**src/sv/bcs_pkg.sv**
```systemverilog
// ----------------------------------------------------------------------------
// bcs_pkg
// shared types and constants for the breaker coil sequencer
// ----------------------------------------------------------------------------
package bcs_pkg;

  localparam int unsigned DelayW   = 12;
  localparam int unsigned OnPulseW = 8;
  localparam int unsigned FgW      = 10;
  localparam int unsigned PulseW   = 11;
  localparam int unsigned AddrW    = 5;
  localparam int unsigned DataW    = 32;

  typedef enum logic [1:0] {
    MODE_RESET = 2'd0,
    MODE_OFF   = 2'd1,
    MODE_ON    = 2'd2,
    MODE_TRIP  = 2'd3
  } mode_t;

  typedef enum logic [2:0] {
    CMD_TICK  = 3'd0,
    CMD_RESET = 3'd1,
    CMD_OFF   = 3'd2,
    CMD_ON    = 3'd3,
    CMD_TRIP  = 3'd4
  } cmd_t;

  typedef enum logic [2:0] {
    EV_NONE  = 3'd0,
    EV_RESET = 3'd1,
    EV_OFF   = 3'd2,
    EV_ON    = 3'd3,
    EV_TRIP  = 3'd4
  } event_t;

  typedef enum logic [2:0] {
    REG_BREAKER_TYPE = 3'd0,
    REG_HAS_UVR      = 3'd1,
    REG_HAS_FEEDBACK = 3'd2,
    REG_RESET_DELAY  = 3'd3,
    REG_ON_PULSE     = 3'd4,
    REG_FG_ON        = 3'd5,
    REG_START_ON     = 3'd6
  } reg_addr_t;

  typedef struct packed {
    logic                breaker_type;
    logic                has_uvr;
    logic                has_feedback;
    logic [DelayW-1:0]   reset_delay_ticks;
    logic [OnPulseW-1:0] on_pulse_ticks;
    logic [FgW-1:0]      fg_on_ticks;
    logic                start_on;
  } cfg_t;

  // start_on write, used to preset the mode before the first word
  typedef struct packed {
    logic wr;
    logic value;
  } preset_t;

  typedef struct packed {
    mode_t  state;
    logic   on_coil;
    logic   off_coil;
    logic   uvr_coil;
    logic   fault;
    event_t ev;
  } result_t;

endpackage

```
**src/sv/bcs_regs.sv**
```systemverilog
// ----------------------------------------------------------------------------
// bcs_regs
// configuration register file behind the apb-style port
// ----------------------------------------------------------------------------
module bcs_regs (
  input  logic                          clk,
  input  logic                          rst_n,
  input  logic                          psel,
  input  logic                          penable,
  input  logic                          pwrite,
  input  logic [bcs_pkg::AddrW-1:0]     paddr,
  input  logic [bcs_pkg::DataW-1:0]     pwdata,
  output logic [bcs_pkg::DataW-1:0]     prdata,
  output logic                          pready,
  output bcs_pkg::cfg_t                 cfg,
  output bcs_pkg::preset_t              preset
);

  bcs_pkg::cfg_t cfg_r, cfg_nxt;
  logic          wr_en;
  logic [2:0]    idx;

  assign pready = 1'b1;
  assign wr_en  = psel && penable && pwrite;
  assign idx    = paddr[4:2];

  always_comb begin
    cfg_nxt      = cfg_r;
    preset.wr    = 1'b0;
    preset.value = pwdata[0];
    if (wr_en) begin
      unique case (idx)
        bcs_pkg::REG_BREAKER_TYPE: cfg_nxt.breaker_type = pwdata[0];
        bcs_pkg::REG_HAS_UVR:      cfg_nxt.has_uvr = pwdata[0];
        bcs_pkg::REG_HAS_FEEDBACK: cfg_nxt.has_feedback = pwdata[0];
        bcs_pkg::REG_RESET_DELAY:
          cfg_nxt.reset_delay_ticks = pwdata[bcs_pkg::DelayW-1:0];
        bcs_pkg::REG_ON_PULSE:
          cfg_nxt.on_pulse_ticks = pwdata[bcs_pkg::OnPulseW-1:0];
        bcs_pkg::REG_FG_ON:        cfg_nxt.fg_on_ticks = pwdata[bcs_pkg::FgW-1:0];
        bcs_pkg::REG_START_ON: begin
          cfg_nxt.start_on = pwdata[0];
          preset.wr        = 1'b1;
        end
        default: ;
      endcase
    end
  end

  always_ff @(posedge clk) begin
    if (!rst_n) begin
      cfg_r.breaker_type      <= 1'b0;
      cfg_r.has_uvr           <= 1'b0;
      cfg_r.has_feedback      <= 1'b1;
      cfg_r.reset_delay_ticks <= 12'd1000;
      cfg_r.on_pulse_ticks    <= 8'd10;
      cfg_r.fg_on_ticks       <= 10'd120;
      cfg_r.start_on          <= 1'b0;
    end else begin
      cfg_r <= cfg_nxt;
    end
  end

  always_comb begin
    prdata = '0;
    unique case (idx)
      bcs_pkg::REG_BREAKER_TYPE: prdata[0] = cfg_r.breaker_type;
      bcs_pkg::REG_HAS_UVR:      prdata[0] = cfg_r.has_uvr;
      bcs_pkg::REG_HAS_FEEDBACK: prdata[0] = cfg_r.has_feedback;
      bcs_pkg::REG_RESET_DELAY:
        prdata[bcs_pkg::DelayW-1:0] = cfg_r.reset_delay_ticks;
      bcs_pkg::REG_ON_PULSE:
        prdata[bcs_pkg::OnPulseW-1:0] = cfg_r.on_pulse_ticks;
      bcs_pkg::REG_FG_ON:        prdata[bcs_pkg::FgW-1:0] = cfg_r.fg_on_ticks;
      bcs_pkg::REG_START_ON:     prdata[0] = cfg_r.start_on;
      default: ;
    endcase
  end

  assign cfg = cfg_r;

endmodule

```
**src/sv/bcs_core.sv**
```systemverilog
// ----------------------------------------------------------------------------
// bcs_core
// sequencer state, timers and coil drives; one word per step
// ----------------------------------------------------------------------------
module bcs_core #(
  parameter int PULSE_HIGH_TICKS   = 600,
  parameter int PULSE_PERIOD_TICKS = 1200
) (
  input  logic              clk,
  input  logic              rst_n,
  input  logic              step,
  input  logic [2:0]        command,
  input  logic              feedback_closed,
  input  logic              inverter_running,
  input  bcs_pkg::cfg_t     cfg,
  input  bcs_pkg::preset_t  preset,
  output bcs_pkg::result_t  res
);

  localparam logic [bcs_pkg::PulseW-1:0] PulseHigh   =
    bcs_pkg::PulseW'(PULSE_HIGH_TICKS);
  localparam logic [bcs_pkg::PulseW-1:0] PulsePeriod =
    bcs_pkg::PulseW'(PULSE_PERIOD_TICKS);

  bcs_pkg::mode_t                mode_r, mode_nxt;
  logic [bcs_pkg::DelayW-1:0]    rst_tmr_r, rst_tmr_nxt;
  logic [bcs_pkg::OnPulseW-1:0]  on_tmr_r, on_tmr_nxt;
  logic [bcs_pkg::FgW-1:0]       fg_tmr_r, fg_tmr_nxt;
  logic [bcs_pkg::PulseW-1:0]    pulse_r, pulse_nxt;
  logic                          on_r, on_nxt;
  logic                          off_r, off_nxt;
  logic                          uvr_r, uvr_nxt;
  logic                          fresh_r;

  logic                          closed, shunt, go, fault;
  bcs_pkg::mode_t                target;
  bcs_pkg::event_t               ev;
  logic [bcs_pkg::DelayW-1:0]    rst_inc;
  logic [bcs_pkg::OnPulseW-1:0]  on_inc;
  logic [bcs_pkg::FgW-1:0]       fg_inc;
  logic [bcs_pkg::PulseW-1:0]    pulse_inc;

  assign closed = cfg.has_feedback && feedback_closed;
  assign shunt  = cfg.breaker_type;

  // saturating timers, finished once the count reaches the limit
  assign rst_inc   = (rst_tmr_r < cfg.reset_delay_ticks) ? rst_tmr_r + 1'b1 : rst_tmr_r;
  assign on_inc    = (on_tmr_r < cfg.on_pulse_ticks) ? on_tmr_r + 1'b1 : on_tmr_r;
  assign fg_inc    = (fg_tmr_r < cfg.fg_on_ticks) ? fg_tmr_r + 1'b1 : fg_tmr_r;
  assign pulse_inc = pulse_r + 1'b1;

  always_comb begin
    mode_nxt    = mode_r;
    rst_tmr_nxt = rst_tmr_r;
    on_tmr_nxt  = on_tmr_r;
    fg_tmr_nxt  = fg_tmr_r;
    pulse_nxt   = pulse_r;
    on_nxt      = on_r;
    off_nxt     = off_r;
    uvr_nxt     = uvr_r;
    ev          = bcs_pkg::EV_NONE;
    fault       = 1'b0;
    go          = 1'b0;
    target      = bcs_pkg::MODE_RESET;

    case (command)
      bcs_pkg::CMD_TICK: begin
        unique case (mode_r)
          bcs_pkg::MODE_RESET: begin
            on_nxt = 1'b0;
            if (!shunt) off_nxt = 1'b1;
            if (cfg.has_uvr) uvr_nxt = !shunt;
            rst_tmr_nxt = rst_inc;
            if (rst_inc >= cfg.reset_delay_ticks) begin
              if (closed) begin
                fault = 1'b1;
              end else begin
                mode_nxt = bcs_pkg::MODE_OFF;
                off_nxt  = 1'b0;
                ev       = bcs_pkg::EV_OFF;
              end
            end
          end
          bcs_pkg::MODE_OFF: begin
            // periodic reset pulse on the off coil while open and idle
            if (!closed && !shunt) begin
              if (!inverter_running) begin
                off_nxt   = pulse_inc < PulseHigh;
                pulse_nxt = (pulse_inc > PulsePeriod) ? '0 : pulse_inc;
              end else begin
                off_nxt = 1'b0;
              end
            end
          end
          bcs_pkg::MODE_ON: begin
            if (shunt) begin
              fg_tmr_nxt = fg_inc;
              if (fg_inc >= cfg.fg_on_ticks) off_nxt = 1'b0;
            end else begin
              on_tmr_nxt = on_inc;
              if (on_inc >= cfg.on_pulse_ticks) begin
                on_nxt  = 1'b1;
                off_nxt = 1'b0;
              end
              if (closed) on_nxt = 1'b0;
            end
          end
          bcs_pkg::MODE_TRIP: ;
          default: ;
        endcase
      end
      bcs_pkg::CMD_RESET: begin
        go     = mode_r == bcs_pkg::MODE_TRIP;
        target = bcs_pkg::MODE_RESET;
      end
      bcs_pkg::CMD_OFF: begin
        go     = mode_r == bcs_pkg::MODE_ON;
        target = bcs_pkg::MODE_OFF;
      end
      bcs_pkg::CMD_ON: begin
        go     = mode_r == bcs_pkg::MODE_OFF;
        target = bcs_pkg::MODE_ON;
      end
      bcs_pkg::CMD_TRIP: begin
        go     = mode_r != bcs_pkg::MODE_TRIP;
        target = bcs_pkg::MODE_TRIP;
      end
      default: ;
    endcase

    if (go) begin
      fg_tmr_nxt = '0;
      unique case (target)
        bcs_pkg::MODE_RESET: begin
          mode_nxt    = bcs_pkg::MODE_RESET;
          rst_tmr_nxt = '0;
          ev          = bcs_pkg::EV_RESET;
        end
        bcs_pkg::MODE_OFF: begin
          mode_nxt  = bcs_pkg::MODE_OFF;
          pulse_nxt = '0;
          on_nxt    = 1'b0;
          off_nxt   = !shunt;
          ev        = bcs_pkg::EV_OFF;
        end
        bcs_pkg::MODE_ON: begin
          mode_nxt   = bcs_pkg::MODE_ON;
          on_tmr_nxt = '0;
          on_nxt     = shunt;
          off_nxt    = shunt;
          ev         = bcs_pkg::EV_ON;
        end
        bcs_pkg::MODE_TRIP: begin
          on_nxt = 1'b0;
          // no undervoltage release: trip falls back to off
          if (!cfg.has_uvr) begin
            mode_nxt = bcs_pkg::MODE_OFF;
            off_nxt  = 1'b1;
            ev       = bcs_pkg::EV_OFF;
          end else begin
            mode_nxt = bcs_pkg::MODE_TRIP;
            uvr_nxt  = shunt;
            off_nxt  = 1'b0;
            ev       = bcs_pkg::EV_TRIP;
          end
        end
        default: ;
      endcase
    end
  end

  always_ff @(posedge clk) begin
    if (!rst_n) begin
      mode_r    <= bcs_pkg::MODE_RESET;
      rst_tmr_r <= '0;
      on_tmr_r  <= '0;
      fg_tmr_r  <= '0;
      pulse_r   <= '0;
      on_r      <= 1'b0;
      off_r     <= 1'b0;
      uvr_r     <= 1'b0;
      fresh_r   <= 1'b1;
    end else if (step) begin
      mode_r    <= mode_nxt;
      rst_tmr_r <= rst_tmr_nxt;
      on_tmr_r  <= on_tmr_nxt;
      fg_tmr_r  <= fg_tmr_nxt;
      pulse_r   <= pulse_nxt;
      on_r      <= on_nxt;
      off_r     <= off_nxt;
      uvr_r     <= uvr_nxt;
      fresh_r   <= 1'b0;
    end else if (preset.wr && fresh_r) begin
      mode_r <= preset.value ? bcs_pkg::MODE_ON : bcs_pkg::MODE_RESET;
    end
  end

  assign res.state    = mode_nxt;
  assign res.on_coil  = on_nxt;
  assign res.off_coil = off_nxt;
  assign res.uvr_coil = uvr_nxt;
  assign res.fault    = fault;
  assign res.ev       = ev;

  a_fault_in_reset: assert property (@(posedge clk) disable iff (!rst_n)
    step && res.fault |-> res.state == bcs_pkg::MODE_RESET && res.ev == bcs_pkg::EV_NONE)
    else $error("fault raised outside the reset wait");

  a_on_event: assert property (@(posedge clk) disable iff (!rst_n)
    step && res.ev == bcs_pkg::EV_ON |-> res.state == bcs_pkg::MODE_ON)
    else $error("on event without entering on");

  a_trip_coils: assert property (@(posedge clk) disable iff (!rst_n)
    step && res.ev == bcs_pkg::EV_TRIP |->
      res.state == bcs_pkg::MODE_TRIP && !res.on_coil && !res.off_coil)
    else $error("trip left a coil closed");

  a_pulse_range: assert property (@(posedge clk) disable iff (!rst_n)
    pulse_r <= PulsePeriod)
    else $error("reset pulse counter beyond its period");

endmodule

```
**src/sv/breaker_coil_sequencer.sv**
```systemverilog
// ----------------------------------------------------------------------------
// breaker_coil_sequencer
// coil sequencer for a breaker or contactor: reset, off, on and trip modes
// ----------------------------------------------------------------------------
//
//  channel  handshake            payload
//  -------  -------------------  ---------------------------------------------
//  in       in_valid/in_ready    command, feedback_closed, inverter_running
//  out      out_valid/out_ready  breaker_state, coils, fault, event_code
//  cfg      psel/penable/pwrite  paddr (reg i at 4*i), pwdata, prdata
//
//  one word per cycle sustained while results are taken; each word passes
//  through the input register and leaves through the result register
//  the sequencer state is updated as the word moves into the result register
//  a stalled result holds the result register; the input register still
//  takes one more word, then in_ready drops until the result is taken
//  synchronous active-low reset clears the pipeline, mode, timers and coils
//
module breaker_coil_sequencer #(
  parameter int PULSE_HIGH_TICKS   = 600,
  parameter int PULSE_PERIOD_TICKS = 1200
) (
  input  logic                       clk,
  input  logic                       rst_n,
  // input words
  input  logic                       in_valid,
  output logic                       in_ready,
  input  logic [2:0]                 in_command,
  input  logic                       in_feedback_closed,
  input  logic                       in_inverter_running,
  // result words
  output logic                       out_valid,
  input  logic                       out_ready,
  output logic [1:0]                 out_breaker_state,
  output logic                       out_on_coil,
  output logic                       out_off_coil,
  output logic                       out_uvr_coil,
  output logic                       out_fault,
  output logic [2:0]                 out_event_code,
  // configuration
  input  logic                       cfg_psel,
  input  logic                       cfg_penable,
  input  logic                       cfg_pwrite,
  input  logic [bcs_pkg::AddrW-1:0]  cfg_paddr,
  input  logic [bcs_pkg::DataW-1:0]  cfg_pwdata,
  output logic [bcs_pkg::DataW-1:0]  cfg_prdata,
  output logic                       cfg_pready
);

  bcs_pkg::cfg_t     cfg;
  bcs_pkg::preset_t  preset;
  bcs_pkg::result_t  res;

  // input register
  logic              s1_v_r, s1_v_nxt;
  logic [2:0]        s1_cmd_r;
  logic              s1_fb_r;
  logic              s1_run_r;

  // result register
  logic              out_v_r, out_v_nxt;
  bcs_pkg::result_t  out_r;

  logic              in_acc;
  logic              adv;
  logic              step;

  // result register free, or emptying this cycle
  assign adv      = !out_v_r || out_ready;
  assign in_ready = !s1_v_r || adv;
  assign in_acc   = in_valid && in_ready;
  assign step     = s1_v_r && adv;

  always_comb begin
    s1_v_nxt = s1_v_r;
    if (in_acc) s1_v_nxt = 1'b1;
    else if (adv) s1_v_nxt = 1'b0;
  end

  always_comb begin
    out_v_nxt = out_v_r;
    if (step) out_v_nxt = 1'b1;
    else if (out_ready) out_v_nxt = 1'b0;
  end

  always_ff @(posedge clk) begin
    if (!rst_n) begin
      s1_v_r  <= 1'b0;
      out_v_r <= 1'b0;
    end else begin
      s1_v_r  <= s1_v_nxt;
      out_v_r <= out_v_nxt;
    end
  end

  // payload registers, no reset
  always_ff @(posedge clk) begin
    if (in_acc) begin
      s1_cmd_r <= in_command;
      s1_fb_r  <= in_feedback_closed;
      s1_run_r <= in_inverter_running;
    end
    if (step) out_r <= res;
  end

  bcs_regs u_regs (
    .clk     (clk),
    .rst_n   (rst_n),
    .psel    (cfg_psel),
    .penable (cfg_penable),
    .pwrite  (cfg_pwrite),
    .paddr   (cfg_paddr),
    .pwdata  (cfg_pwdata),
    .prdata  (cfg_prdata),
    .pready  (cfg_pready),
    .cfg     (cfg),
    .preset  (preset)
  );

  bcs_core #(
    .PULSE_HIGH_TICKS   (PULSE_HIGH_TICKS),
    .PULSE_PERIOD_TICKS (PULSE_PERIOD_TICKS)
  ) u_core (
    .clk              (clk),
    .rst_n            (rst_n),
    .step             (step),
    .command          (s1_cmd_r),
    .feedback_closed  (s1_fb_r),
    .inverter_running (s1_run_r),
    .cfg              (cfg),
    .preset           (preset),
    .res              (res)
  );

  assign out_valid         = out_v_r;
  assign out_breaker_state = out_r.state;
  assign out_on_coil       = out_r.on_coil;
  assign out_off_coil      = out_r.off_coil;
  assign out_uvr_coil      = out_r.uvr_coil;
  assign out_fault         = out_r.fault;
  assign out_event_code    = out_r.ev;

endmodule

```
**config.mk**
```make
export PLATFORM = sky130hd
export DESIGN_NAME = breaker_coil_sequencer
export DESIGN_NICKNAME = d
export VERILOG_FILES = /design/src/sv/bcs_pkg.sv /design/src/sv/bcs_regs.sv /design/src/sv/bcs_core.sv /design/src/sv/breaker_coil_sequencer.sv
export SDC_FILE = /design/constraint.sdc
export NUM_CORES = 1
export LEC_CHECK = 0
export ABC_AREA = 1
export ABC_CLOCK_PERIOD_IN_PS = 6320
export BUFFER_PORTS_ARGS = -buffer_cell sky130_fd_sc_hd__buf_2
export CAP_MARGIN = 25
export CORE_MARGIN = 2
export CORE_UTILIZATION = 35
export CTS_CLUSTER_DIAMETER = 200
export CTS_CLUSTER_SIZE = 30
export DETAILED_ROUTE_END_ITERATION = 12
export GPL_TIMING_DRIVEN = 0
export HOLD_SLACK_MARGIN = 0.05
export MAX_ROUTING_LAYER = met4
export REMOVE_ABC_BUFFERS = 1
export SETUP_SLACK_MARGIN = 0.5
export SYNTH_ARGS = -nofsm -noshare
export SYNTH_HDL_FRONTEND = slang
export SYNTH_SLANG_ARGS = --single-unit
export TNS_END_PERCENT = 30
```
**constraint.sdc**
```tcl
create_clock -name clk -period 6.32 [get_ports clk]
set_clock_uncertainty 0.05 [all_clocks]
set_input_delay 0.632 -clock clk [delete_from_list [all_inputs] [get_ports clk]]
set_output_delay 0.632 -clock clk [all_outputs]
set_load 0.005 [all_outputs]
```
==> results.toml, run 1 <==
[sta]
hold_viol_final = 0
setup_violations = 0
fmax_mhz = 280
maxSlewViolCount = 0
period_share = 0.566
relSlewSlack = 0.325
min_period_ns = 3.58
rsz0062_at_grt = "no"
tightest_slew_ns = 1.01
fin_ws_ns = 2.74
timing.setup.tns_ns = 0

[detailed_routing]
routed_wirelength_um = 17500
drc_errors = 0
drt_iter0_drc = 374
vias = 6259
drt-pass1-iter-count = 5
drt-wirelength-per-cell_um = 13.6
ant_nets = 0
vias_per_cell = 4.86

[global_route]
antenna_found_initial = 0
grt_pass1_vias = 5644
overflow = 0
grt_max_degree = 46
grt_usage = 0.178
grt_pass1_wl_um = 28400

[place]
portBuffers = 49
post-place-ws_ns = 2.73
hpwl_um = 13100
gp_congestion = 0.861

[synthesis]
ys_seq_area_frac = 0.301
synthArstFlopShare = 0
syn_area_um2 = 6920
avgSynthCellArea_um2 = 7.05
synthDominantCellAreaShare = 0.240
synth_flop_cell = "dfxtp_1"
yosysMostFrequentCell = "nand2_1"
yosys.cell_types.count = 50
post-synth-top-area-cell = "dfxtp_1"
yosys-top-cells-area = "dfxtp_1 24%, nand2_1 12%, ha_1 11%"
synth_seq_cells = 97
ys_warn_count = 0
synth-edff-count = 14
syn_inst = 982
synthTopCellsByCount = "215 x nand2_1, 146 x inv_1, 113 x a21oi_1"

[job]
max_cap_violations = 0

[clock_network]
path_clk_slew_ns = 0.07
worstSkewPairLatency_ns = 0.36
ctsHoldBuffers = 0
clk_path_buf_depth = 2
h-tree-depth = 3
cts_setup_buffers = 0
cts_resized = 0
root_buffer = "clkbuf_16"
cts_buffers = 9
cts_tree = "built"
clock-sinks = 97

[die]
die_h_um = 145
die_width_um = 145
ios = 93
start_util = 0.356
num_rows = 51
die_area_um2 = 20900
fp.coreArea_um2 = 19500

[worst_setup_path]
worstReg2RegStart = "u_core.on_tmr_r[1]"
critPathKind = "register to register"
required_ns = 6.39
crit_path_start = "u_core.on_tmr_r[1]"
worstPathArrival_ns = 3.65
r2r_end = "out_off_coil"
worstRegToRegCells = 23
endpoint_kind = "register"
cp-start-kind = "register"
cp_max_fo = 8
endpoint = "out_off_coil"
r2r_slack_ns = 2.74

[pwr]
fin_total_pwr_mw = 1.38
power-per-cell-area_nw_per_um2 = 181
switching_share = 0.266
leakage_nw = 3.52
netSwitchingPower_mw = 0.368
share_comb_of_total_power = 0.095
irDropWorstVdd_mv = 0.137
power_frac_seq = 0.468
p_int_mw = 1.01
clkPwrFrac = 0.436

[layout]
postLayoutCoreUtil = 0.394
register_area_um2 = 2080
antenna_cells = 0
nNetsFinal = 1129
drive_gt1_frac = 0.115
fill_cells = 2002
multi_input_area_um2 = 4060
area_delta_synth_final_pct = 10.6

[outcome]
status = "finished clean"

[hold_path]
hold_class = "register to register"
## area by class of cell
type | count | share of cell area
clock buffers | 10 | 0.0327
multi-input cells | 702 | 0.530
inverters | 159 | 0.0779
clock inverters | 6 | 0.00899
well taps | 265 | 0.0433
flip-flops and latches | 97 | 0.272
repair buffers | 50 | 0.0356
## layer usage
| metal | part of all wire | global-route usage |
|---|---|---|
| met5 | 0 | - |
| met4 | 0.012 | 0.0501 |
| met3 | 0.039 | 0.0255 |
| met2 | 0.47 | 0.293 |
| met1 | 0.48 | 0.229 |
## cell usage in the layout, fill, tap and decap left out, drive strengths merged, types with 14 or more instances in the layout
cell type / Yosys / layout
a21oi: 117 / 117
buf: 27 / 50
conb: 2 / 21
dfxtp: 83 / 83
edfxtp: 14 / 14
ha: 61 / 61
inv: 159 / 163
nand2: 228 / 228
nand3: 31 / 31
nor2: 56 / 56
nor3: 22 / 22
o211ai: 15 / 15
o21ai: 73 / 73
xor2: 25 / 25
## logic make-up (layout without fill, tap and decap cells)
group,Yosys count,after routing,share of synthesized area
adders and majority gates,61,61,0.110
other,2,21,0.00108
AOI/OAI and AO/OA,233,233,0.190
xor gates and xnor gates,29,29,0.0421
and+or+nand+nor,358,358,0.232
buffers and inverters,202,225,0.124
DFF,97,97,0.301
## stage by stage
stage                     instances  cell area (um^2)  hold slack (ns)
final                          1289              7660            0.398
after global routing           1289              7660            0.399
after CTS                      1289              7660            0.398
after detailed placement       1273              7340            0.383
after global placement         1272              7310            0.380
after floorplan                 958              6740            0.369
## worst max-delay path, stage by stage, from the launching register on
cell and delay (ns):
dfxtp_1 0.46, ha_1 0.27, o21ai_0 0.08, nand2_1 0.07
nand3_1 0.07, nand2_1 0.07, nand4_1 0.07, nand2_1 0.19
nor4_1 0.47, nand2_1 0.12, xor2_1 0.17, inv_1 0.06
ha_1 0.31, nand4_1 0.10, inv_1 0.08, nand4_1 0.08
o2111ai_1 0.16, o21bai_1 0.09, inv_1 0.05, nand2_1 0.05
nand2_1 0.06, nand2_1 0.06, nand2_2 0.10, inv_1 0.05
## state kept, by name, summed over array words and instances (netlist names), 2 cells and up
signal,cells
out_breaker_state,2
out_event_code,3
s1_cmd_r,3
u_core.fg_tmr_r,10
u_core.mode_r,2
u_core.on_tmr_r,8
u_core.pulse_r,11
u_core.rst_tmr_r,12
u_regs.cfg,34
## power groups by stage
stage | combinational [mW] | clock (mW) | sequential [mW]
finish | 0.132 | 0.603 | 0.648
global route | 0.150 | 0.649 | 0.649
CTS | 0.133 | 0.620 | 0.648
detailed placement | 0.132 | 0 | 0.662
global placement | 0.129 | 0 | 0.662
floorplan | 0.0801 | 0 | 0.660
## how the worst min path moves through the flow
stage	start	end	slack, ns	cells after the start
after floorplan	u_core.fresh_r	u_core.fresh_r	0.37	2
after global placement	u_core.fresh_r	u_core.fresh_r	0.38	2
after detailed placement	u_core.fresh_r	u_core.fresh_r	0.38	2
after CTS	in_command[0]	s1_cmd_r[0]	0.40	1
after global routing	in_command[0]	s1_cmd_r[0]	0.40	1
final	u_core.fresh_r	u_core.fresh_r	0.40	2
No activity file was read; power rests on OpenSTA's default activity.
==> inputs of run 2 (changes only) <==
--- a/config.mk
+++ b/config.mk
@@ -6,7 +6,7 @@
 export NUM_CORES = 1
 export LEC_CHECK = 0
 export ABC_AREA = 1
-export ABC_CLOCK_PERIOD_IN_PS = 6320
+export ABC_CLOCK_PERIOD_IN_PS = 3480
 export BUFFER_PORTS_ARGS = -buffer_cell sky130_fd_sc_hd__buf_2
 export CAP_MARGIN = 25
 export CORE_MARGIN = 2
==> constraint.sdc (replaced) <==
create_clock -name clk -period 3.48 [get_ports clk]
set_clock_uncertainty 0.05 [all_clocks]
set_input_delay 0.348 -clock clk [delete_from_list [all_inputs] [get_ports clk]]
set_output_delay 0.348 -clock clk [all_outputs]
set_load 0.005 [all_outputs]
==> results.toml, run 2 (synthesized netlist as in run 1, its figures left out) <==
[sta]
fmax_mhz = 312
hold_viol_final = 0
relSlewSlack = 0.328
period_share = 0.921
maxSlewViolCount = 0
tightest_slew_ns = 1.01
setup_violations = 0
min_period_ns = 3.20
rsz0062_at_grt = "yes"

[job]
max_cap_violations = 0

[worst_setup_path]
critPathKind = "register to register"
critPathMaxStageDelay_ns = 0.36
crit_slowest_cell = "dfxtp_2"
cp-start-kind = "register"
endpoint_kind = "register"
cp_max_fo = 7
worstPathCellList = "inv_4, ha_4, inv_1, nor3_2, nand3_2, nand2_8, nor2_4, xor2_2, inv_1, ha_1, nand2_1, nor2_4, nand3_2, nand4_1, nand2_1, nand2_1, nand2_1, a21oi_1, nand2_1, nand2_2, inv_2"
required_ns = 3.55
cpMostUsedCell = "nand2_1"
worstPathArrival_ns = 3.28

[layout]
instances_no_fill = 1324
layout_common_cells = "205 x nand2_1, 119 x inv_1, 103 x a21oi_1"
nNetsFinal = 1164
drive_gt1_frac = 0.270
area_delta_synth_final_pct = 24.2
final_common_cell = "nand2_1"
postLayoutCoreUtil = 0.442
largest_reg_flops = 34
antenna_cells = 0

[global_route]
grt_pass1_vias = 5903
antenna_found_initial = 0
grt_pass1_wl_um = 29400
grt_max_degree = 46
overflow = 0
grt_usage = 0.184

[place]
hpwl_um = 13100
dp.cells = 1273
gp_congestion = 0.861
portBuffers = 49

[detailed_routing]
routed_wirelength_um = 18800
drt-wirelength-per-cell_um = 14.2
vias_per_cell = 4.95
drt_iter0_drc = 386
ant_nets = 0
vias = 6554
drc_errors = 0
drt-pass1-iter-count = 7

[die]
die_width_um = 145
start_util = 0.356
die_h_um = 145
ios = 93
fp.coreArea_um2 = 19500
num_rows = 51
die_area_um2 = 20900

[clock_network]
ctsHoldBuffers = 0
cts_buffers = 9
root_buffer = "clkbuf_16"
h-tree-depth = 3
clock-sinks = 97
path_clk_slew_ns = 0.07
cts_tree = "built"
worstSkewPairLatency_ns = 0.37
clk_path_buf_depth = 2

[hold_path]
hold_class = "input pin to register"

[outcome]
status = "finished clean"

[pwr]
power-per-cell-area_nw_per_um2 = 298
leakage_nw = 3.69
irDropWorstVdd_mv = 0.249
fin_total_pwr_mw = 2.56
[run 2: changes by cell type in the layout (fill, tap and decap cells not counted), moves of 18 or more]
cell,previous run,this run
inv_2,13,36
inv_1,146,119
ha_4,0,18
ha_1,61,41
dfxtp_2,0,22
buf_4,0,32
dfxtp_1,83,55
[run 2: layout make-up]
| type | instances | area [um^2] |
|---|---|---|
| tap | 265 | 332 |
| inverter | 159 | 609 |
| clock inverter | 6 | 68.8 |
| fill | 1904 | 10900 |
| clock buffer | 10 | 250 |
| timing repair inverter | 1 | 8.76 |
| sequential | 97 | 2130 |
| timing repair buffer | 84 | 536 |
| multi-input combinational | 702 | 4660 |
[run 2: power breakdown]
| part | switching (mW) | leakage (nW) | internal (mW) |
|---|---|---|---|
| registers | 0.0185 | 0.818 | 1.16 |
| clock network | 0.493 | 0.159 | 0.609 |
| logic | 0.187 | 2.71 | 0.0976 |
| total | 0.698 | 3.69 | 1.86 |
[run 2: final timing paths]
kind | startpoint | endpoint | slack [ns] | cells after the start
worst min-delay path | in_command[2] | s1_cmd_r[2] | 0.12 | 1
worst max-delay path | u_regs.cfg[26] | out_off_coil | 0.28 | 21
worst max register to register | u_regs.cfg[26] | out_off_coil | 0.28 | 21
worst min register to register | u_core.fresh_r | u_core.fresh_r | 0.40 | 2
[run 2: worst max-delay path: cells and delay by family (launching register included)]
| family | cells | cell delay (ns) |
|---|---|---|
| AO/OA/AOI/OAI | 1 | 0.13 |
| flip-flops | 1 | 0.36 |
| buffers and inverters | 4 | 0.21 |
| XOR/XNOR | 1 | 0.19 |
| adder cells (fa/ha/maj) | 2 | 0.56 |
| AND/OR/NAND/NOR | 13 | 1.44 |
[run 2: repair_timing]
action	4_1_cts	5_1_grt
buffers inserted	23	11
setup endpoints to repair	8	8
resized for setup	66	118
gates cloned	1	0
pin swaps	26	47
[run 2: metal layers]
layer | up-vias | track usage | wire length [um]
met1 | 3034 | 0.231 | 8680
met3 | 22 | 0.0318 | 875
met5 | - | - | 0
met2 | 156 | 0.310 | 9030
li1 | 3342 | - | -
met4 | 0 | 0.0445 | 255
[run 2: per-stage QoR]
stage	hold WS (ns)	setup slack, ns	setup TNS [ns]	cell area (um^2)
after floorplan	0.367	0.568	0	6740
after global placement	0.380	-0.105	-0.535	7310
after global routing	0.112	0.0909	0	8600
final	0.123	0.276	0	8600
after CTS	0.114	0.295	0	8060
after detailed placement	0.383	-0.113	-0.185	7340
